==> src/rtl/ppp_pkg.sv <==
package ppp_pkg;

  localparam int FRAC_BITS = 16;
  localparam int COORD_W   = 32;
  localparam int PROD_W    = 2 * COORD_W;
  localparam int SUM_W     = PROD_W + 1;
  localparam int MAG_W     = PROD_W;
  localparam int Q_W       = COORD_W;
  localparam int PIX_W     = 16;
  localparam int EXT_W     = Q_W + PIX_W + 2;
  localparam int CFG_W     = 64;
  localparam int CFG_IDX_W = 3;
  localparam int DIV_STAGES = Q_W;

  // Register indexes
  localparam logic [CFG_IDX_W-1:0] REG_ROW0_01 = 3'd0;
  localparam logic [CFG_IDX_W-1:0] REG_ROW0_23 = 3'd1;
  localparam logic [CFG_IDX_W-1:0] REG_ROW1_01 = 3'd2;
  localparam logic [CFG_IDX_W-1:0] REG_ROW1_23 = 3'd3;
  localparam logic [CFG_IDX_W-1:0] REG_ROW2_01 = 3'd4;
  localparam logic [CFG_IDX_W-1:0] REG_ROW2_23 = 3'd5;
  localparam logic [CFG_IDX_W-1:0] REG_ORIGIN  = 3'd6;
  localparam logic [CFG_IDX_W-1:0] REG_EXTENT  = 3'd7;

  typedef enum logic [1:0] {
    ST_INSIDE  = 2'd0,
    ST_BEHIND  = 2'd1,
    ST_OUTSIDE = 2'd2
  } status_t;

  typedef logic signed [COORD_W-1:0] coef_t;
  typedef coef_t [2:0][3:0] matrix_t;

  typedef struct packed {
    logic signed [PIX_W-1:0] top;
    logic signed [PIX_W-1:0] left;
    logic [PIX_W-1:0]        hgt;
    logic [PIX_W-1:0]        wid;
  } plane_t;

  typedef struct packed {
    logic [MAG_W-1:0] rem;
    logic [Q_W-1:0]   low;
    logic [Q_W-1:0]   q;
    logic             neg;
    logic             ovf;
  } div_lane_t;

  typedef struct packed {
    div_lane_t        u;
    div_lane_t        v;
    logic [MAG_W-1:0] d;
    logic             behind;
    logic             dzero;
  } div_item_t;

  // Set up one quotient lane: top part of n * 2^F becomes the first remainder
  function automatic div_lane_t div_init(logic nn, logic dn, logic [MAG_W-1:0] mag,
                                         logic [MAG_W-1:0] d);
    div_lane_t l;
    l.rem = mag >> (Q_W - FRAC_BITS);
    l.low = Q_W'(mag << FRAC_BITS);
    l.q   = '0;
    l.neg = (nn != dn) && (mag != '0);
    l.ovf = (mag >> (Q_W - FRAC_BITS)) >= d;
    return l;
  endfunction

  // One restoring division step: shift in one dividend bit, try subtract
  function automatic div_lane_t div_step(div_lane_t a, logic [MAG_W-1:0] d);
    logic [MAG_W:0] r2;
    div_lane_t      b;
    b   = a;
    r2  = {a.rem, a.low[Q_W-1]};
    b.low = a.low << 1;
    if (r2 >= {1'b0, d}) begin
      b.rem = MAG_W'(r2 - {1'b0, d});
      b.q   = {a.q[Q_W-2:0], 1'b1};
    end else begin
      b.rem = r2[MAG_W-1:0];
      b.q   = {a.q[Q_W-2:0], 1'b0};
    end
    return b;
  endfunction

endpackage

==> src/rtl/ppp_fin.sv <==
module ppp_fin
  import ppp_pkg::*;
(
  input  logic                     clk,
  input  logic                     rst,
  input  plane_t                   plane,
  input  logic                     in_valid,
  output logic                     in_ready,
  input  div_item_t                in_item,
  output logic                     out_valid,
  input  logic                     out_stall,
  output logic signed [Q_W-1:0]    out_u,
  output logic signed [Q_W-1:0]    out_v,
  output logic [1:0]               out_status
);

  logic en;
  logic sat_u, sat_v;
  logic signed [Q_W-1:0] val_u, val_v;
  logic signed [EXT_W-1:0] eu, ev, lo_x, hi_x, lo_y, hi_y;
  logic in_plane;
  status_t st;

  assign en       = !out_valid || !out_stall;
  assign in_ready = en;

  // Apply sign and saturate one lane
  function automatic logic [Q_W:0] finish(div_lane_t l);
    logic sat;
    logic [Q_W-1:0] val;
    if (l.neg) begin
      sat = l.ovf || (l.q > {1'b1, {(Q_W-1){1'b0}}});
      val = sat ? {1'b1, {(Q_W-1){1'b0}}} : Q_W'(-l.q);
    end else begin
      sat = l.ovf || l.q[Q_W-1];
      val = sat ? {1'b0, {(Q_W-1){1'b1}}} : l.q;
    end
    return {sat, val};
  endfunction

  always_comb begin
    {sat_u, val_u} = finish(in_item.u);
    {sat_v, val_v} = finish(in_item.v);
    eu   = EXT_W'(val_u);
    ev   = EXT_W'(val_v);
    lo_x = EXT_W'(plane.left) <<< FRAC_BITS;
    lo_y = EXT_W'(plane.top) <<< FRAC_BITS;
    hi_x = (EXT_W'(plane.left) + $signed({{(EXT_W-PIX_W){1'b0}}, plane.wid})) <<< FRAC_BITS;
    hi_y = (EXT_W'(plane.top) + $signed({{(EXT_W-PIX_W){1'b0}}, plane.hgt})) <<< FRAC_BITS;
    in_plane = !sat_u && !sat_v && (eu >= lo_x) && (eu < hi_x) && (ev >= lo_y) && (ev < hi_y);
    priority if (in_item.behind) st = ST_BEHIND;
    else if (in_item.dzero)      st = ST_OUTSIDE;
    else if (in_plane)           st = ST_INSIDE;
    else                         st = ST_OUTSIDE;
  end

  always_ff @(posedge clk) begin
    if (rst) begin
      out_valid <= 1'b0;
    end else if (en) begin
      out_valid <= in_valid;
    end
  end

  // Hold the result until taken
  always_ff @(posedge clk) begin
    if (en && in_valid) begin
      out_status <= st;
      if (in_item.behind || in_item.dzero) begin
        out_u <= '0;
        out_v <= '0;
      end else begin
        out_u <= val_u;
        out_v <= val_v;
      end
    end
  end

endmodule

==> config.mk <==
export PLATFORM = sky130hd
export DESIGN_NAME = ppp_fin
export DESIGN_NICKNAME = d
export VERILOG_FILES = /design/src/rtl/ppp_pkg.sv /design/src/rtl/ppp_fin.sv
export SDC_FILE = /design/constraint.sdc
export NUM_CORES = 1
export LEC_CHECK = 0
export ABC_AREA = 1
export ABC_CLOCK_PERIOD_IN_PS = 4500
export BUFFER_PORTS_ARGS = -buffer_cell sky130_fd_sc_hd__buf_2
export CORE_AREA = 2 2 180 182
export CTS_BUF_LIST = sky130_fd_sc_hd__clkbuf_16
export CTS_CLUSTER_SIZE = 25
export DETAILED_ROUTE_END_ITERATION = 6
export DIE_AREA = 0 0 182 184
export HOLD_SLACK_MARGIN = 0.12
export PLACE_DENSITY_LB_ADDON = 0.08
export SLEW_MARGIN = 20
export SYNTH_ARGS = -nofsm -noshare
export SYNTH_HDL_FRONTEND = slang
export SYNTH_SLANG_ARGS = --single-unit
==> constraint.sdc <==
create_clock -name clk -period 4.5 [get_ports clk]
set_input_delay 0.45 -clock clk [delete_from_list [all_inputs] [get_ports clk]]
set_output_delay 0.45 -clock clk [all_outputs]
set_load 0.03 [all_outputs]
**Word-level counts from Yosys, hierarchy flattened**

Index checks and enable logic that the tools add are counted.

- Memory bits (read-only): 0
- Word-level logic and storage cells: 40
- Latch bits: 0
- Memories: 0
- Bits of input ports: 394
- Memory bits (writable): 0
- Register bits after elaboration: 67

- $mul: 0
- Bitwise logic cells: 0
- Div/mod/pow operators: 0
- Shifts and indexed selects: 0
- Eq/ne operators: 0
- Add/sub/neg operators: 4
- Multiplexer cells: 10
- Reduce and logical (&&, ||, !) cells: 16
- Magnitude comparators: 6

Operators with widths:

| operator | number |
|---|---|
| 32-bit 2-to-1 mux | 6 |
| 32-bit by 34-bit less-than comparator with 1-bit output | 2 |
| 32-bit >= comparator | 2 |
| 32-bit > comparator, second input constant | 2 |
| 32-bit negation | 2 |
| 16-bit by 17-bit adder with 18-bit output | 2 |
| 1-bit logical AND | 6 |
| 1-bit logical OR | 6 |
| 1-bit zero test | 4 |
| 2-bit 2-to-1 mux | 2 |
| 1-bit 2-to-1 mux | 2 |

**Logic depth before layout (Yosys ltp)**

Gate-level depths: netlist of run 1.

- Depth in word-level cells: 11
- Depth in mapped cells: 27

**Worst setup path after synthesis of run 1**

OpenSTA, ideal clock, no wires.

- Path type: input port to flip-flop
- From: input port in_valid
- To: register out_status[0], enable pin
- Setup slack: 0.294 ns
- Stages: 2
- Buffers on the path: 0
- Required time: 3.988 ns
- Library setup time: 0.512 ns
- Data arrival time: 3.694 ns
- Path through: inv_1 a21oi_1

- Longest elaborated chain between the ends: 1

Ends and longest elaborated chain:

| element | RTL line | source |
|---|---|---|
| start: declaration | ppp_fin.sv:7 | `input logic in_valid,` |
| 1-bit logical AND | ppp_fin.sv:67 | `if (en && in_valid) begin` |
| end signal: assignment | ppp_fin.sv:68 | `out_status <= st;` |
| end: declaration | ppp_fin.sv:14 | `output logic [1:0] out_status` |

Every way passes these cells.
A chain may end at the register's enable or synchronous reset.

**Worst setup path in the final report of run 1**

- From: input port in_item[199] in the netlist's numbering
- To: register out_status[1], data pin

- Longest elaborated chain between the ends: 11
- Elaborated cells between the ends (all ways): 17
- Those cells by class: add/sub (1); order compare (3); mux (6); reduce/logical (7)

Ends and longest elaborated chain:

| element | RTL line | source |
|---|---|---|
| start: declaration | ppp_fin.sv:9 | `input div_item_t in_item,` |
| 32-bit > comparator | ppp_fin.sv:32 | `sat = l.ovf \|\| (l.q > {1'b1, {(Q_W-1){1'b0}}});` |
| 1-bit logical OR | ppp_fin.sv:32 |  |
| 32-bit 2-to-1 mux * | ppp_fin.sv:33 | `val = sat ? {1'b1, {(Q_W-1){1'b0}}} : Q_W'(-l.q);` |
| 32-bit 2-to-1 mux * | ppp_fin.sv:31 | `if (l.neg) begin` |
| net val_u[29] | ppp_fin.sv:19 | `logic signed [Q_W-1:0] val_u, val_v;` |
| 32-bit >= comparator | ppp_fin.sv:50 | `in_plane = !sat_u && !sat_v && (eu >= lo_x) && (eu < hi_x) && (ev >= lo_y) && (ev < hi_y);` |
| 1-bit logical AND | ppp_fin.sv:50 |  |
| 1-bit logical AND * (3 in series) | ppp_fin.sv:50 |  |
| 2-bit 2-to-1 mux * | ppp_fin.sv:53 | `else if (in_plane) st = ST_INSIDE;` |
| 2-bit 2-to-1 mux * | ppp_fin.sv:52 | `else if (in_item.dzero) st = ST_OUTSIDE;` |

The timed path passes the listed nets; every way through them passes the cells marked *.

==> results of run 1 <==
==> power breakdown <==
part / total (uW) / internal [uW] / switching [uW]
Clock: 820 / 536 / 285
Sequential: 750 / 734 / 16.0
Combinational: 996 / 366 / 630
==> critical path, delay by kind of cell <==
family | cells | cell delay, ns
and+or+nand+nor | 18 | 2.38
AOI/OAI and AO/OA | 1 | 0.17
xor gates and xnor gates | 1 | 0.18
buffers and inverters | 5 | 0.54
adders and majority gates | 1 | 0.29
==> metal layers <==
metal  share of wire [%]  global-route usage [%]  routed length [um]
met2                  43                    27.0               12500
met1                  51                    24.7               14500
met3                 4.2                    2.14                1220
met5                   0                       0                   0
met4                 1.7                    5.32                 480
==> sequential cells by signal, summed over array words and instances, names as in the netlist <==
signal / count
out_valid: 1
out_v: 32
out_status: 2
out_u: 32
==> synthesized netlist by cell type (all sizes together), types with 19 or more instances <==
cell type  count
nand3         68
ha           102
inv          142
nor2         149
xnor2         23
nor3          26
nand2        214
nand4         19
xor2          44
o21ai         66
a21oi        111
edfxtp        66
==> how the worst min path moves through the flow <==
stage	start	slack (ns)	endpoint
after detailed placement	out_valid	0.53	out_valid
after global placement	out_valid	0.53	out_valid
after global routing	rst	0.27	out_valid
after CTS	rst	0.26	out_valid
final	rst	0.27	out_valid
after floorplan	rst	0.52	out_valid
==> logic make-up after synthesis <==
kind of cell             Yosys count  synth area share [%]
XOR/XNOR                          67                  7.10
buffers and inverters            166                  7.80
AO/OA/AOI/OAI                    223                  15.5
AND/OR/NAND/NOR                  501                  29.4
flip-flops                        67                  24.2
adder cells (fa/ha/maj)          104                  15.9
==> cell type report <==
cell class / count / area [sq um] / share of cell area [%]
Sequential cell: 67 / 2000 / 19.4
Timing Repair Buffer: 243 / 1310 / 12.7
Clock inverter: 7 / 108 / 1.04
Tap cell: 402 / 503 / 4.88
Inverter: 142 / 533 / 5.17
Antenna cell: 2 / 5.00 / 0.0485
Multi-Input combinational cell: 895 / 5630 / 54.5
Clock buffer: 9 / 225 / 2.18
==> per-stage QoR <==
step                      worst slack (ns)  area [sq um]  power (uW)  hold slack, ns
after CTS                            0.586         10300        2610           0.264
after global routing                0.0923         10300        2760           0.266
after floorplan                      0.294          8260        1430           0.519
after detailed placement             0.230          9970        1770           0.535
final                                0.537         10300        2570           0.275
after global placement               0.242          9970        1760           0.532
==> summary.txt, run 1 <==
Layout
  – Most common cell after layout, fill and taps aside: buf_2
  – Nets: 1856
  – Fillers: 3478
  – Area grow syn2layout: 24.8%
  – Layout cells sized above 1: 24.2%
  – Post-Layout Cell Count: 1767
  – Commonest non-fill, non-tap cells in the layout: 205 x buf_2, 203 x nand2_1, 133 x inv_1
  – Final Util: 32.8%

Logic synthesis
  – Synth area leader: edfxtp_1
  – Main synth FF type: edfxtp_1
  – Syn avg cell area: 7.32 sq um
  – Warnings from Yosys: 0
  – Count of different cell masters after synthesis: 50
  – Synth Cell Area: 0.00826 sq mm
  – Post-Syn Nets: 1626
  – Post-synth top area share: 24.0%
  – Register area share after synthesis: 24.2%
  – Yosys reg bits: 67
  – Async SR Flop Fraction: 0%
  – Area contributors post-synth: edfxtp_1 24%, ha_1 15%, nand2_1 9.2%
  – Mapped Cells: 1128
  – Post-synth EDFFs: 66

Critical path
  – Crit path DAT: 4.05 ns
  – Critical path type: input port to flip-flop
  – Critical path endpoint: out_status[1]
  – Crit path from: in_item[199]
  – CP max-delay cell: ha_1
  – Setup crit start kind: input port
  – R2R cell count: 2
  – R2r startpoint: out_valid
  – Critical Path Max Stage Delay: 0.29 ns
  – Worst setup EP type: flip-flop
  – WP data required: 4.59 ns
  – Reg2Reg Setup Slack: 2.90 ns
  – Critical Path Most Common Cell: nor2_1
  – FF-to-FF End: out_u[19]
  – CP max FO: 4

Run status
  – Run status: finished clean

Global routing
  – Largest net degree at the start of global routing: 67
  – Vias in the first global route: 8135
  – GRT Overall Usage: 17.2%
  – First-pass GRT wire length: 44.7 mm
  – Initial antenna violation count: 2
  – Global route overflow: 0

Timing
  – Period utilisation layout: 88.1%
  – Final Hold Fails: 0
  – Slew headroom: 38.8%
  – F_max: 0.252 GHz
  – Clock period minus worst slack: 3.96 ns
  – Final Setup Violations: 0
  – TNS Setup: 0 ns
  – Final Max Slew Viols: 0
  – RSZ-0062 raised after global routing: false
  – Worst Tran Pin Value: 0.918 ns
  – Clock Skew: 0.00786 ns

Route
  – DR WL/cell: 16.3 um
  – Routed vias: 8311
  – Routed WL: 28.7 mm
  – Routed vias/inst: 4.70
  – Detailed Routing Iterations Pass 1: 5
  – 1st-iter DRT viols: 406
  – Remaining antenna violation count: 0
  – DRC errors left: 0

Power
  – Leakage power: 0.00500 uW
  – Power density cells: 249 mW/mm^2
  – VDD IR max: 0.195 mV

Clock tree
  – Clk buf depth: 2
  – # resized after CTS: 0
  – CTS sink cnt: 67
  – CTS Hold Bufs: 0
  – Clk pin slew, worst setup/hold paths: 0.06 ns
  – Postcts setup bufs: 0
  – CTS tree: yes
  – TritonCTS Buffers: 9
  – CTS root buf: clkbuf_16
  – H-tree lvl count: 3
  – Skew-Pair Late Insertion Delay: 0.35 ns

Floorplanning
  – Die X: 182 um
  – I/O pin cnt: 462
  – Core Area: 0.0314 sq mm
  – Die area: 0.0335 sq mm
  – Die height: 184 um
  – # rows: 65
  – Starting density of the core: 26.3%

Placement
  – Placed insts: 1749
  – Placer Congestion: 0.857
  – Number of port buffers: 205
  – HPWL Detailed: 24.0 mm

Job
  – Max-cap violation count: 0

Hold path
  – Hold depth: 2
  – Hold crit path type: input port to flip-flop
No activity file was read; power rests on OpenSTA's default activity.
==> inputs of run 2 (changes only) <==
--- a/config.mk
+++ b/config.mk
@@ -15,6 +15,7 @@
 export DIE_AREA = 0 0 182 184
 export HOLD_SLACK_MARGIN = 0.12
 export PLACE_DENSITY_LB_ADDON = 0.08
+export RECOVER_POWER = 50
 export SLEW_MARGIN = 20
 export SYNTH_ARGS = -nofsm -noshare
 export SYNTH_HDL_FRONTEND = slang
==> summary.txt, run 2 (synthesized netlist as in run 1, its figures left out) <==
Timing
  – TNS Setup: 0 ns (unchanged)
  – Worst Tran Pin Value: 1.77 ns (was 0.918 ns)
  – Clock Skew: 0.00782 ns (was 0.00786 ns)
  – Final Setup Violations: 0 (unchanged)
  – Final Max Slew Viols: 67 (was 0)
  – Final Hold Fails: 0 (unchanged)
  – RSZ-0062 raised after global routing: false (unchanged)
  – Slew headroom: -18.3% (was 38.8%)
  – Clock period minus worst slack: 3.98 ns (was 3.96 ns)
  – Period utilisation layout: 88.4% (was 88.1%)
  – F_max: 0.251 GHz (was 0.252 GHz)

Critical path
  – Kind of cell adding the most delay to the critical path: simple AND/OR/NAND/NOR gates (unchanged)
  – Setup crit start kind: input port (unchanged)
  – CP max-delay cell: ha_1 (unchanged)
  – Worst setup EP type: flip-flop (unchanged)
  – R2r startpoint: out_valid (unchanged)
  – Crit path from: in_item[199] (unchanged)
  – Reg2Reg Setup Slack: 2.30 ns (was 2.90 ns)
  – CP max FO: 4 (unchanged)
  – Crit path DAT: 4.06 ns (was 4.05 ns)
  – Critical Path Max Stage Delay: 0.29 ns (about the same)
  – Critical Path Most Common Cell: nor2_1 (unchanged)
  – Critical path type: input port to flip-flop (unchanged)
  – WP data required: 4.58 ns (was 4.59 ns)
  – Worst path bufs/invs: 5 (unchanged)

Job
  – Max-cap violation count: 1 (was 0)

Run status
  – Run status: finished with violations (was finished clean)
  – Failing checks: capacitance limit, slew limit

Route
  – Routed vias/inst: 4.70 (about the same)
  – Remaining antenna violation count: 0 (unchanged)
  – Detailed Routing Iterations Pass 1: 5 (unchanged)
  – Routed WL: 28.8 mm (was 28.7 mm)
  – DRC errors left: 0 (unchanged)
  – Routed vias: 8304 (was 8311)
  – DR WL/cell: 16.3 um (about the same)
  – 1st-iter DRT viols: 411 (was 406)

Global routing
  – GRT Overall Usage: 17.2% (unchanged)
  – First-pass GRT wire length: 44.7 mm (unchanged)
  – Global route overflow: 0 (unchanged)
  – Largest net degree at the start of global routing: 67 (unchanged)
  – Vias in the first global route: 8135 (unchanged)
  – Initial antenna violation count: 2 (unchanged)

Floorplanning
  – I/O pin cnt: 462 (unchanged)
  – Die area: 0.0335 sq mm (unchanged)
  – Die X: 182 um (unchanged)
  – Core Area: 0.0314 sq mm (unchanged)
  – # rows: 65 (unchanged)
  – Die height: 184 um (unchanged)
  – Starting density of the core: 26.3% (unchanged)

Clock tree
  – Clk buf depth: 2 (unchanged)
  – Clk pin slew, worst setup/hold paths: 0.06 ns (about the same)
  – CTS tree: yes (unchanged)
  – Postcts setup bufs: 0 (unchanged)
  – H-tree lvl count: 3 (unchanged)
  – CTS root buf: clkbuf_16 (unchanged)
  – CTS sink cnt: 67 (unchanged)
  – CTS Hold Bufs: 0 (unchanged)
  – TritonCTS Buffers: 9 (unchanged)
  – Skew-Pair Late Insertion Delay: 0.35 ns (about the same)
  – # resized after CTS: 0 (unchanged)

Power
  – Leakage power: 0.00479 uW (was 0.00500 uW)
  – Sw Share: 36.5% (was 36.3%)
  – Power density cells: 250 mW/mm^2 (was 249 mW/mm^2)
  – Sequential group share of total power: 29.4% (was 29.2%)
  – NetSw: 935 uW (was 931 uW)
  – VDD IR max: 0.197 mV (was 0.195 mV)
  – Combinational share of power: 38.5% (was 38.8%)
  – Cell-internal power: 1620 uW (was 1630 uW)
  – Clock share of power: 32.2% (was 32.0%)

Layout
  – Fillers: 3494 (was 3478)
  – Nets: 1856 (unchanged)
  – Post-Layout Cell Count: 1767 (unchanged)
  – Area grow syn2layout: 23.8% (was 24.8%)
  – Biggest regs: out_u: 32 flops, out_v: 32 flops, out_status: 2 flops (unchanged)
  – Most common cell after layout, fill and taps aside: nand2_1 (was buf_2)
  – FF+latch area: 0.00200 sq mm (unchanged)
  – Area of the multi-input gates: 0.00563 sq mm (unchanged)
  – Commonest non-fill, non-tap cells in the layout: 203 x nand2_1, 136 x buf_2, 133 x inv_1 (was 205 x buf_2, 203 x nand2_1, 133 x inv_1)
  – Layout cells sized above 1: 19.1% (was 24.2%)

Placement
  – Placer Congestion: 0.857 (unchanged)
  – HPWL Detailed: 24.0 mm (unchanged)
  – Number of port buffers: 205 (unchanged)
  – Placed insts: 1749 (unchanged)

Hold path
  – Hold crit path type: input port to flip-flop (unchanged)
  – Hold Crit Start: rst (unchanged)
run 2: cell types whose count changed in the layout (fill, tap and decap cells not counted), sizes merged:
cell    change
buf        -70
clkbuf     +70
run 2: cell type report:
type / instances / area share (%)
inverter: 142 / 5.21
clock inverter: 7 / 1.05
antenna: 2 / 0.0490
tap: 402 / 4.92
multi-input combinational: 895 / 55.0
clock buffer: 9 / 2.20
timing repair buffer: 243 / 12.0
sequential: 67 / 19.6
run 2: final timing paths:
path | end | cells past startpoint
setup / recovery | out_status[1] | 26
hold / removal | out_valid | 2
setup reg to reg | out_u[19] | 2
hold reg to reg | out_valid | 2
run 2: stage by stage:
step | hold WS, ns | instance area, sq um | utilization, % | total power, uW | worst slack [ns]
6_report | 0.272 | 10200 | 32.6 | 2560 | 0.522
5_1_grt | 0.266 | 10200 | 32.6 | 2750 | 0.0770
4_1_cts | 0.264 | 10300 | 32.8 | 2610 | 0.586
3_5_place_dp | 0.535 | 9970 | 31.8 | 1770 | 0.230
3_3_place_gp | 0.532 | 9970 | 31.8 | 1760 | 0.242
2_1_floorplan | 0.519 | 8260 | - | 1430 | 0.294
run 2: power by group through the flow:
stage	Clock [uW]	Combinational [uW]	Sequential (uW)
after floorplan	0	584	843
after global placement	0	1000	764
after detailed placement	0	1000	763
after CTS	853	1010	751
after global routing	870	1120	756
final	823	984	752
run 2: metal layers:
layer	GRT usage [%]	up-vias	wire (um)	share of wire [%]
li1	-	4344	-	-
met1	24.7	3727	14600	51
met2	27.0	210	12500	43
met3	2.14	23	1250	4.3
met4	5.32	0	480	1.7
met5	0	-	0	0
