### src/rtl/ppp_pkg.sv
package ppp_pkg;

  localparam int FRAC_BITS = 16;
  localparam int COORD_W   = 32;
  localparam int PROD_W    = 2 * COORD_W;
  localparam int SUM_W     = PROD_W + 1;
  localparam int MAG_W     = PROD_W;
  localparam int Q_W       = COORD_W;
  localparam int PIX_W     = 16;
  localparam int EXT_W     = Q_W + PIX_W + 2;
  localparam int CFG_W     = 64;
  localparam int CFG_IDX_W = 3;
  localparam int DIV_STAGES = Q_W;

  // Register indexes
  localparam logic [CFG_IDX_W-1:0] REG_ROW0_01 = 3'd0;
  localparam logic [CFG_IDX_W-1:0] REG_ROW0_23 = 3'd1;
  localparam logic [CFG_IDX_W-1:0] REG_ROW1_01 = 3'd2;
  localparam logic [CFG_IDX_W-1:0] REG_ROW1_23 = 3'd3;
  localparam logic [CFG_IDX_W-1:0] REG_ROW2_01 = 3'd4;
  localparam logic [CFG_IDX_W-1:0] REG_ROW2_23 = 3'd5;
  localparam logic [CFG_IDX_W-1:0] REG_ORIGIN  = 3'd6;
  localparam logic [CFG_IDX_W-1:0] REG_EXTENT  = 3'd7;

  typedef enum logic [1:0] {
    ST_INSIDE  = 2'd0,
    ST_BEHIND  = 2'd1,
    ST_OUTSIDE = 2'd2
  } status_t;

  typedef logic signed [COORD_W-1:0] coef_t;
  typedef coef_t [2:0][3:0] matrix_t;

  typedef struct packed {
    logic signed [PIX_W-1:0] top;
    logic signed [PIX_W-1:0] left;
    logic [PIX_W-1:0]        hgt;
    logic [PIX_W-1:0]        wid;
  } plane_t;

  typedef struct packed {
    logic [MAG_W-1:0] rem;
    logic [Q_W-1:0]   low;
    logic [Q_W-1:0]   q;
    logic             neg;
    logic             ovf;
  } div_lane_t;

  typedef struct packed {
    div_lane_t        u;
    div_lane_t        v;
    logic [MAG_W-1:0] d;
    logic             behind;
    logic             dzero;
  } div_item_t;

  // Set up one quotient lane: top part of n * 2^F becomes the first remainder
  function automatic div_lane_t div_init(logic nn, logic dn, logic [MAG_W-1:0] mag,
                                         logic [MAG_W-1:0] d);
    div_lane_t l;
    l.rem = mag >> (Q_W - FRAC_BITS);
    l.low = Q_W'(mag << FRAC_BITS);
    l.q   = '0;
    l.neg = (nn != dn) && (mag != '0);
    l.ovf = (mag >> (Q_W - FRAC_BITS)) >= d;
    return l;
  endfunction

  // One restoring division step: shift in one dividend bit, try subtract
  function automatic div_lane_t div_step(div_lane_t a, logic [MAG_W-1:0] d);
    logic [MAG_W:0] r2;
    div_lane_t      b;
    b   = a;
    r2  = {a.rem, a.low[Q_W-1]};
    b.low = a.low << 1;
    if (r2 >= {1'b0, d}) begin
      b.rem = MAG_W'(r2 - {1'b0, d});
      b.q   = {a.q[Q_W-2:0], 1'b1};
    end else begin
      b.rem = r2[MAG_W-1:0];
      b.q   = {a.q[Q_W-2:0], 1'b0};
    end
    return b;
  endfunction

endpackage

### src/rtl/ppp_div_stage.sv
module ppp_div_stage
  import ppp_pkg::*;
(
  input  logic      clk,
  input  logic      rst,
  input  logic      in_valid,
  output logic      in_ready,
  input  div_item_t in_item,
  output logic      out_valid,
  input  logic      out_ready,
  output div_item_t out_item
);

  logic      en;
  div_item_t item_next;

  assign en       = !out_valid || out_ready;
  assign in_ready = en;

  always_ff @(posedge clk) begin
    if (rst) begin
      out_valid <= 1'b0;
    end else if (en) begin
      out_valid <= in_valid;
    end
  end

  // Retire one quotient bit in each lane
  always_comb begin
    item_next   = in_item;
    item_next.u = div_step(in_item.u, in_item.d);
    item_next.v = div_step(in_item.v, in_item.d);
  end

  // Advance the request
  always_ff @(posedge clk) begin
    if (en && in_valid) begin
      out_item <= item_next;
    end
  end

endmodule

### config.mk
export PLATFORM = sky130hd
export DESIGN_NAME = ppp_div_stage
export DESIGN_NICKNAME = d
export VERILOG_FILES = /design/src/rtl/ppp_pkg.sv /design/src/rtl/ppp_div_stage.sv
export SDC_FILE = /design/constraint.sdc
export NUM_CORES = 1
export LEC_CHECK = 0
export ABC_AREA = 1
export BUFFER_PORTS_ARGS = -buffer_cell sky130_fd_sc_hd__buf_2
export CAP_MARGIN = 5
export CORE_MARGIN = 2
export CORE_UTILIZATION = 35
export CTS_BUF_LIST = sky130_fd_sc_hd__clkbuf_8
export CTS_CLUSTER_SIZE = 28
export DETAILED_ROUTE_END_ITERATION = 10
export PLACE_DENSITY = 0.6
export SETUP_SLACK_MARGIN = 0.5
export SYNTH_ARGS = -nofsm -noshare
export SYNTH_HDL_FRONTEND = slang
export SYNTH_SLANG_ARGS = --single-unit
### constraint.sdc
create_clock -name clk -period 49.2 [get_ports clk]
set_input_delay 14.76 -clock clk [delete_from_list [all_inputs] [get_ports clk]]
set_output_delay 14.76 -clock clk [all_outputs]
set_load 0.005 [all_outputs]
# Word level (Yosys, flattened, before mapping)
# Cells that the tools add are included.
[classes] n_addsub=2 order_cmp=2 n_mux=4 n_reduce_logical=3
[ops] operator="65-bit by 64-bit greater-or-equal comparator with 1-bit output" count=2
[ops] operator="64-bit two-way mux" count=2
[ops] operator="64-bit subtractor" count=2
[ops] operator="1-bit two-way mux" count=2
[ops] operator="1-bit logical AND" count=1
[ops] operator="1-bit zero test" count=1
[ops] operator="1-bit logical OR" count=1
[word_totals] register_bits=325 in_bits=330 output_inout_bits=328 elab_cells=25

# Longest topological paths before layout
# Gate-level depths: netlist (run 1).
[depth] ltp_word=3 mapped_depth=18

# Worst setup path before layout (run 1)
# Ideal clock, no wire load.
[synth_path] path_kind="input-to-reg" from="input port in_valid" to="register out_item[0] (netlist bit) (enable)" setup_ns=1.116 arrival_time_ns=30.325 required_ns=48.084 slack_ns=17.758 path_stages=2 n_path_buf=0 path_cell_list="inv_1 -> a21oi_1"
[synth_between] elab_chain_len=1
[synth_rtl] item="start, declared" line_no="ppp_div_stage.sv:6" text="input logic in_valid,"
[synth_rtl] item="1-bit logical AND" line_no="ppp_div_stage.sv:37" text="if (en && in_valid) begin"
[synth_rtl] item="end signal, assigned" line_no="ppp_div_stage.sv:38" text="out_item <= item_next;"
[synth_rtl] item="end, declared" line_no="ppp_div_stage.sv:11" text="output div_item_t out_item"
# No other way between the ends.
# A chain may end at the register's enable or synchronous reset.

# Worst setup path in the final report (run 1)
[layout_path] from="input port out_ready" to="output port in_ready"
[layout_between] elab_chain_len=1
[layout_rtl] item="start, declared" line_no="ppp_div_stage.sv:10" text="input logic out_ready,"
[layout_rtl] item="1-bit logical OR" line_no="ppp_div_stage.sv:17" text="assign en = !out_valid || out_ready;"
[layout_rtl] item="end, declared" line_no="ppp_div_stage.sv:7" text="output logic in_ready,"
# No other way between the ends.

==> impl_metrics.csv, run 1 <==
group,metric,value,unit
status,status,"completed",
detailed_routing,routed_wl,103800,um
clock_tree,cts-root-buf,"clkbuf_8",
synthesis,synth_fa_ha_area_share,6.936,%
floorplanning,start_util,35.31,%
setup_path,crit_path_max_fanout,2,
setup_path,crit_arrival,15.21,ns
global_route,grt_max_degree,76,
placement,io_buffer_count,653,
global_route,grt_overflow,0,
synthesis,avgSynthCellArea,6.988,um^2
clock_tree,ctsResizeCount,0,
synthesis,synth_compound_area_share,2.500,%
floorplanning,core,67040,um^2
clock_tree,numCtsBuffers,58,
sta,slew_headroom,32.51,%
clock_tree,cts_tree,"yes",
placement,placed_area,27870,um^2
floorplanning,die-area,69720,um^2
sta,finalSetupViolations,0,
detailed_routing,drt-initial-drc-count,2043,
global_route,grt_pass1_vias,22820,
clock_tree,worstSkewPairLatency,0.66,ns
sta,fmax,33.36,MHz
finish,nNetsFinal,4529,
setup_path,worstPathCellList,"buf_2, inv_1, nand2_1, buf_2",
pwr,power_leakage,16.22,nW
setup_path,cp_slowest_cell,"buf_2",
floorplanning,die_y,264.1,um
detailed_routing,drt_first_pass_iters,8,
synthesis,ys_types,39,
sta,min_period,29.97,ns
global_route,antenna_found_initial,20,
synthesis,synth_simple_gate_area_share,34.70,%
sta,rsz0062_at_grt,"false",
detailed_routing,routedWlPerCell,20.77,um
pwr,ir_worst_vdd,0.01979,mV
setup_path,start_kind,"primary input",
global_route,grt_pass1_wl,147300,um
clock_tree,cts_buffer_depth,3,
setup_path,cpMostUsedCell,"buf_2",
sta,hold_violations,0,
synthesis,synth-seq-area-share,41.19,%
sta,worst_pin_slew,1.010,ns
finish,synthToLayoutAreaGrowth,22.82,%
finish,fillers,7244,
synthesis,yosysWarnings,0,
clock_tree,htreeDepth,2,
setup_path,max_stage_delay,0.16,ns
clock_tree,path_clk_slew,0.06,ns
sta,slew_viol_final,0,
synthesis,syn_area,23670,um^2
setup_path,worstSetupEndpointType,"primary output",
clock_tree,post_cts_buffers,0,
detailed_routing,vias,24050,
detailed_routing,ant_nets,0,
pwr,powerDensity,29.11,nW/um^2
clock_tree,ctsHoldBuffers,0,
synthesis,synth_seq_cells,325,
setup_path,worst-path-buf-inv,3,
finish,drive_above_1_share,18.93,%
job,drv_cap,0,
setup_path,path_delay_family,"buffers and inverters",
detailed_routing,via_per_inst,4.814,
global_route,grtUsageTotal,28.97,%
sta,fin_hold_ws,0.5558,ns
setup_path,worstSetupPathType,"primary input to primary output",
floorplanning,ios,658,
synthesis,postSynthCellCount,3387,
synthesis,synth_top_family_by_area,"simple AND/OR/NAND/NOR gates",
sta,finalClockSkew,0.02857,ns
floorplanning,die_w,264.1,um
placement,dpl.hpwl,88150,um
synthesis,synth_mux_area_share,0,%
detailed_routing,drc,0,
setup_path,required,34.44,ns
sta,fin_ws,19.23,ns
synthesis,synth_xor_area_share,2.294,%
sta,post-route-period-util,60.92,%
placement,place_ws,19.24,ns
floorplanning,placementRows,95,
clock_tree,cts.sinks,325,
worst_hold_path,hold_path.class,"flip-flop to flip-flop",
sta,setup_tns,0,ns
finish,final_area,29070,um^2
placement,gp_congestion,0.9873,
[synthesized netlist by cell type, drive strengths merged]
cell       n  area share, %
nand2   1389             22
inv      718             11
edfxtp   324             41
nand3    289            6.2
nor2     223            3.7
ha       128            6.8
a21oi     92            1.9
xor2      60            2.2
nand3b    28           0.89
buf       26           0.76
nor3      23           0.51
nand4     18           0.48
o21ai     18           0.40
clkbuf    14           0.22
nor4      10           0.33
and3       8           0.21
and2       5           0.13
o21bai     3          0.095
or2        3          0.079
fa         2           0.17
xnor2      2          0.074
a21boi     1          0.032
a21o       1          0.032
conb       1          0.016
dfxtp      1          0.085
[final timing paths]
path | slack, ns | end | cells after the start | from
hold / removal | 0.56 | out_valid | 2 | out_valid
setup reg to reg | 46.03 | out_item[46] | 3 | out_valid
hold reg to reg | 0.56 | out_valid | 2 | out_valid
setup / recovery | 19.23 | in_ready | 4 | out_ready
[logic make-up (layout without fill, tap and decap cells)]
family	after synthesis	after routing
other cells	1	9
compound gates	115	115
xor+xnor	62	62
buf+inv	758	1485
flops	325	325
simple gates	1996	1996
fa+ha+maj	130	130
[state kept, by name (all words and copies together) (netlist names)]
signal / cells
out_item: 324
out_valid: 1
[report_power, final]
| part | internal, W | switching, W |
|---|---|---|
| clock network | 0.000142 | 0.000121 |
| logic | 0.0000774 | 0.000162 |
| registers | 0.000336 | 0.00000655 |
[final cells by class]
cell class | count | area, um^2 | area share [%]
Inverter | 718 | 2695 | 9.271
Clock inverter | 48 | 380.4 | 1.308
Antenna cell | 7 | 17.52 | 0.06026
Timing Repair Buffer | 661 | 3328 | 11.45
Clock buffer | 58 | 798.3 | 2.746
Sequential cell | 325 | 9749 | 33.54
Tap cell | 873 | 1092 | 3.758
Multi-Input combinational cell | 2305 | 11010 | 37.87
[routing by layer]
| metal | vias to the layer above | global-route usage [%] | part of all wire, % | wire length (um) |
|---|---|---|---|---|
| met2 | 930 | 51.63 | 49 | 50800 |
| li1 | 11870 | - | - | - |
| met3 | 217 | 4.484 | 6.5 | 6790 |
| met4 | 14 | 13.27 | 5.0 | 5231 |
| met5 | - | 0 | 0.086 | 89 |
| met1 | 11020 | 34.18 | 39 | 40850 |
[layout by cell type (no fill, tap or decap), types with 2 or more instances in the layout]
master         n
nand2_2        4
nor2_1       208
bufinv_16      6
clkbuf_8      58
and3_1         8
xor2_1        60
buf_2        653
inv_2          9
nand4_1       18
nand3b_1      28
nand2_4        3
nor2_2        13
conb_1         2
buf_4          8
nand3_1      286
inv_1        727
nor3_1        22
clkinv_1      11
nor2_4         2
nand3_2        3
a21oi_1       91
ha_1         128
diode_2        7
fa_1           2
nor4_1         9
nand2_1     1382
edfxtp_1     324
and2_1         4
o21bai_1       3
clkinvlp_4     2
or2_2          3
o21ai_0       17
clkinv_2       8
xnor2_1        2
[worst register-to-register path: stages, from the launching register on]
cell	delay, ns
dfxtp_1	0.34
a21oi_4	0.80
buf_4	0.72
buf_4	0.88
[metrics by stage]
| stage | total power (W) | std cells | utilization, % |
|---|---|---|---|
| 4_1_cts | 0.0008540 | 4988 | 43.34 |
| 6_report | 0.0008462 | 4995 | 43.36 |
| 2_1_floorplan | 0.0004916 | 3388 | - |
| 3_5_place_dp | 0.0005871 | 4882 | 41.58 |
| 3_3_place_gp | 0.0005857 | 4882 | 41.58 |
| 5_1_grt | 0.0008906 | 4992 | 43.35 |
(Power assumes the default switching activity.)
==> run 2, diff against run 1 <==
--- a/config.mk
+++ b/config.mk
@@ -13,7 +13,7 @@
 export CTS_BUF_LIST = sky130_fd_sc_hd__clkbuf_8
 export CTS_CLUSTER_SIZE = 28
 export DETAILED_ROUTE_END_ITERATION = 10
-export PLACE_DENSITY = 0.6
+export PLACE_DENSITY = 0.62
 export SETUP_SLACK_MARGIN = 0.5
 export SYNTH_ARGS = -nofsm -noshare
 export SYNTH_HDL_FRONTEND = slang
==> constraint.sdc (replaced) <==
create_clock -name clk -period 26.3 [get_ports clk]
set_input_delay 7.89 -clock clk [delete_from_list [all_inputs] [get_ports clk]]
set_output_delay 7.89 -clock clk [all_outputs]
set_load 0.005 [all_outputs]
==> run 2 against run 1 <==
  * Core utilization barely moved
  * Register-to-register slack got worse by 23 ns
  * Die area did not move
  * Power rose by 87%
  * Sequential power rose by 87%
  * Sequential cell count did not move
  * Clock power rose by 89%
  * Cell count fell by 0.14%
  * Global-route usage fell by 0.26 points
  * Critical endpoint unchanged
  * Largest power group unchanged
==> impl_metrics.csv, run 2 (same netlist as run 1, synthesis figures left out) <==
group,metric,value,unit
clock_tree,cts-root-buf,"clkbuf_8",
pwr,p_seq_share,40.5,%
sta,finalClockSkew,0.01784,ns
pwr,comb_power_share,28.2,%
pwr,switchingPower,0.0005388,W
floorplanning,placementRows,95,
sta,finalSetupViolations,0,
detailed_routing,routed_wl,103400,um
placement,dpl.hpwl,87720,um
detailed_routing,via_per_inst,4.796,
finish,fillers,7208,
floorplanning,die-area,69720,um^2
job,drv_cap,0,
detailed_routing,wl_met1,41150,um
clock_tree,ctsHoldBuffers,0,
pwr,p_int,0.001046,W
finish,final_cell_mix,"nand2_1 (1382), inv_1 (725), buf_2 (653), edfxtp_1 (324), nand3_1 (286)",
global_route,grt_overflow,0,
sta,fin_hold_ws,0.5393,ns
clock_tree,htreeDepth,2,
setup_path,worstSetupEndpointType,"primary output",
finish,fin_util,43.36,%
finish,reg.largest.list,"out_item x324, out_valid x1",
sta,worst_pin_slew,0.9747,ns
finish,regMostFlops,"out_item",
setup_path,crit_arrival,8.32,ns
pwr,switching_share,34.00,%
floorplanning,ios,658,
floorplanning,die_y,264.1,um
clock_tree,path_clk_slew,0.06,ns
sta,setup_tns,0,ns
sta,slew_headroom,35.02,%
global_route,antenna_found_initial,16,
finish,largest_register_ffs,324,
global_route,grt_pass1_wl,146200,um
sta,post-route-period-util,61.62,%
clock_tree,ctsResizeCount,0,
pwr,power_leakage,16.20,nW
pwr,powerDensity,54.52,nW/um^2
finish,drive_above_1_share,18.91,%
worst_hold_path,hold_path.class,"flip-flop to flip-flop",
clock_tree,cts.sinks,325,
detailed_routing,vias,23920,
setup_path,worstSetupPathType,"primary input to primary output",
finish,synthToLayoutAreaGrowth,22.80,%
setup_path,crit_path_max_fanout,2,
detailed_routing,drt_first_pass_iters,6,
setup_path,start_kind,"primary input",
detailed_routing,highest_layer,"met5",
floorplanning,core,67040,um^2
detailed_routing,wl_met2,50710,um
pwr,ir_worst_vdd,0.04192,mV
sta,hold_violations,0,
pwr,p_clk_share,31.3,%
global_route,grt_max_degree,74,
detailed_routing,routedWlPerCell,20.73,um
sta,fmax,61.71,MHz
global_route,grt_pass1_vias,22850,
clock_tree,worstSkewPairLatency,0.67,ns
setup_path,required,18.41,ns
clock_tree,numCtsBuffers,57,
clock_tree,cts_tree,"yes",
clock_tree,cts_buffer_depth,3,
floorplanning,die_w,264.1,um
status,status,"completed",
placement,io_buffer_count,653,
clock_tree,post_cts_buffers,0,
detailed_routing,ant_nets,0,
detailed_routing,wl_met3,6483,um
global_route,grtUsageTotal,28.71,%
floorplanning,start_util,35.31,%
detailed_routing,drt-initial-drc-count,1873,
finish,nNetsFinal,4528,
sta,min_period,16.21,ns
finish,layout_commonest_cell,"nand2_1",
placement,gp_congestion,0.9891,
detailed_routing,drc,0,
sta,slew_viol_final,0,
sta,rsz0062_at_grt,"false",
run 2: cell count changes in the layout (fill, tap and decap cells not counted):
| cell | before | now |
|---|---|---|
| inv_8 | 1 | 0 |
| inv_1 | 727 | 725 |
| clkinv_2 | 8 | 5 |
| clkinv_8 | 1 | 2 |
| clkinv_4 | 1 | 0 |
| clkinv_1 | 11 | 10 |
| diode_2 | 7 | 5 |
| bufinv_16 | 6 | 7 |
| clkbuf_8 | 58 | 57 |
| clkinvlp_4 | 2 | 4 |
run 2: path summary, 6_finish.rpt:
path	slack, ns	from	to	depth (start not counted)
worst max-delay path	10.09	out_ready	in_ready	4
worst min-delay path	0.54	out_valid	out_valid	2
worst max register to register	23.08	out_valid	out_item[179]	3
worst min register to register	0.54	out_valid	out_valid	2
run 2: area by class of cell:
class	count	area [um^2]	share of cell area, %
well taps	873	1092	3.758
clock inverters	44	395.4	1.360
clock buffers	57	784.5	2.699
inverters	718	2695	9.272
flip-flops and latches	325	9749	33.54
repair buffers	661	3328	11.45
multi-input cells	2305	11010	37.87
diodes	5	12.51	0.04305
run 2: power by group through the flow:
stage	sequential [W]	clock [W]	combinational, W
after detailed placement	0.000654	0	0.000443
after floorplan	0.000675	0	0.000245
after global routing	0.000646	0.000528	0.000492
final	0.000642	0.000496	0.000446
after global placement	0.000653	0	0.000441
after CTS	0.000643	0.000508	0.000445
run 2: per-layer routing:
metal	GRT usage [%]	up-vias
met5	0	-
met1	33.95	11050
met3	4.446	170
met2	51.24	841
li1	-	11850
met4	12.78	10
run 2: through the flow:
| stage | setup WS (ns) | power, W | instance area, um^2 | std cells |
|---|---|---|---|---|
| 5_1_grt | 10.05 | 0.001666 | 29060 | 4986 |
| 2_1_floorplan | 1.728 | 0.0009197 | 23670 | 3388 |
| 6_report | 10.09 | 0.001585 | 29070 | 4988 |
| 3_5_place_dp | 10.09 | 0.001097 | 27870 | 4882 |
| 3_3_place_gp | 10.10 | 0.001094 | 27870 | 4882 |
| 4_1_cts | 10.09 | 0.001596 | 29050 | 4983 |
run 2: worst max-delay path, stage by stage:
cell and delay (ns):
buf_2 0.10, inv_1 0.10, nand2_1 0.08, buf_2 0.15
==> run 3, diff against run 2 <==
==> constraint.sdc (replaced) <==
create_clock -name clk -period 13.95 [get_ports clk]
set_input_delay 4.185 -clock clk [delete_from_list [all_inputs] [get_ports clk]]
set_output_delay 4.185 -clock clk [all_outputs]
set_load 0.005 [all_outputs]
==> run 3 against run 2 <==
  * Highest routed layer unchanged
  * Hold slack improved by 0.00055 ns
  * Sequential share of layout area rose by 0.096 points
  * Cell area decreased by 0.28%
  * Wire length down 0.22%
==> impl_metrics.csv, run 3 (same netlist as run 1, synthesis figures left out) <==
group,metric,value,unit
setup_path,path_delay_family,"buffers and inverters",
sta,worst_pin_slew,0.9641,ns
finish,layout_commonest_cell,"nand2_1",
detailed_routing,via_per_inst,4.785,
clock_tree,post_cts_buffers,0,
finish,final_cell_mix,"nand2_1 (1382), inv_1 (719), buf_2 (653), edfxtp_1 (324), nand3_1 (286)",
floorplanning,ios,658,
sta,min_period,8.775,ns
setup_path,worstSetupPathType,"primary input to primary output",
sta,setup_tns,0,ns
detailed_routing,routed_wl,103200,um
setup_path,path_depth,4,
finish,drive_above_1_share,19.06,%
floorplanning,die-area,69720,um^2
setup_path,worst-path-buf-inv,3,
detailed_routing,drt_first_pass_iters,5,
detailed_routing,ant_nets,0,
finish,nNetsFinal,4529,
worst_hold_path,hold_path.class,"flip-flop to flip-flop",
sta,fin_hold_ws,0.5398,ns
worst_hold_path,worstHoldEndpoint,"out_valid",
clock_tree,ctsResizeCount,0,
sta,hold_violations,0,
setup_path,crit_arrival,4.59,ns
clock_tree,cts.sinks,325,
detailed_routing,routedWlPerCell,20.66,um
job,drv_cap,0,
global_route,grt_pass1_wl,145700,um
worst_hold_path,min-delay-start,"out_valid",
setup_path,cpMostUsedCell,"buf_2",
clock_tree,cts_buffer_depth,3,
global_route,grt_pass1_vias,22790,
detailed_routing,drt-initial-drc-count,1873,
finish,regMostFlops,"out_item",
pwr,p_total,0.002935,W
setup_path,reg2reg_to,"out_item[13]",
setup_path,worstPathCellList,"buf_2, inv_1, nand2_1, buf_2",
placement,gp_congestion,0.9872,
global_route,antenna_found_initial,21,
finish,reg.largest.list,"out_item x324, out_valid x1",
sta,rsz0062_at_grt,"false",
sta,fmax,114.0,MHz
sta,slew_headroom,35.73,%
setup_path,r2r_cells,3,
placement,io_buffer_count,653,
clock_tree,numCtsBuffers,58,
global_route,grt_overflow,0,
setup_path,start_kind,"primary input",
floorplanning,die_w,264.1,um
floorplanning,placementRows,95,
setup_path,cp_slowest_cell,"buf_2",
finish,synthToLayoutAreaGrowth,22.45,%
finish,final_area,28980,um^2
detailed_routing,vias,23890,
floorplanning,start_util,35.31,%
placement,dpl.hpwl,87310,um
floorplanning,core,67040,um^2
sta,finalSetupViolations,0,
clock_tree,htreeDepth,2,
setup_path,crit-reg2reg-launch,"out_valid",
floorplanning,die_y,264.1,um
global_route,grt_max_degree,78,
sta,post-route-period-util,62.91,%
clock_tree,worstSkewPairLatency,0.72,ns
setup_path,ff2ff_setup_slack,10.87,ns
pwr,powerDensity,101.3,nW/um^2
setup_path,crit_path_max_fanout,2,
worst_hold_path,min_path_cells,2,
status,status,"completed",
clock_tree,path_clk_slew,0.06,ns
detailed_routing,drc,0,
clock_tree,ctsHoldBuffers,0,
finish,largest_register_ffs,324,
sta,finalClockSkew,0.02881,ns
clock_tree,cts-root-buf,"clkbuf_8",
clock_tree,cts_tree,"yes",
global_route,grtUsageTotal,28.68,%
finish,fillers,7201,
setup_path,worstSetupEndpointType,"primary output",
setup_path,required,9.76,ns
placement,placed_area,27870,um^2
pwr,ir_worst_vdd,0.07132,mV
setup_path,max_stage_delay,0.13,ns
sta,slew_viol_final,0,
pwr,power_leakage,16.15,nW
==> run 3: per-stage QoR <==
stage                     std cells  setup WS, ns  util (%)
after CTS                      4987         5.173     43.21
after global routing           4990         5.135     43.22
after floorplan                3388         3.817         -
after detailed placement       4882         5.174     41.58
final                          4993         5.175     43.23
after global placement         4882         5.184     41.58
==> run 3: final cells by class <==
| cell class | count | area, um^2 | share of cell area (%) |
|---|---|---|---|
| Timing Repair Buffer | 661 | 3328 | 11.48 |
| Clock inverter | 47 | 296.5 | 1.023 |
| Clock buffer | 58 | 798.3 | 2.754 |
| Tap cell | 873 | 1092 | 3.769 |
| Multi-Input combinational cell | 2305 | 11010 | 37.98 |
| Inverter | 718 | 2695 | 9.299 |
| Sequential cell | 325 | 9749 | 33.64 |
| Antenna cell | 6 | 15.01 | 0.05180 |
==> run 3: worst max path at each step <==
stage	slack [ns]	to	startpoint
3_3_place_gp	5.18	in_ready	out_ready
3_5_place_dp	5.17	in_ready	out_ready
6_report	5.17	in_ready	out_ready
5_1_grt	5.13	in_ready	out_ready
2_1_floorplan	3.82	out_item[0]	out_ready
4_1_cts	5.17	in_ready	out_ready
==> run 3: report_power, final <==
| part | leakage, nW | internal [W] | switching, W |
|---|---|---|---|
| Combinational | 12.4 | 0.000273 | 0.000560 |
| Clock | 0.598 | 0.000433 | 0.000455 |
| Sequential | 3.15 | 0.00119 | 0.0000282 |
==> run 3: tightest hold or removal path, cell delays in order, from the launching register on <==
cell and delay (ns):
dfxtp_1 0.34, nand2_1 0.10, a21oi_1 0.06
==> run 3: routing by layer <==
| layer | GRT usage (%) | vias up | wire, um |
|---|---|---|---|
| li1 | - | 11880 | - |
| met1 | 33.15 | 11020 | 40620 |
| met2 | 52.26 | 791 | 51760 |
| met3 | 5.313 | 193 | 6473 |
| met4 | 11.03 | 16 | 4219 |
| met5 | 0 | - | 103 |
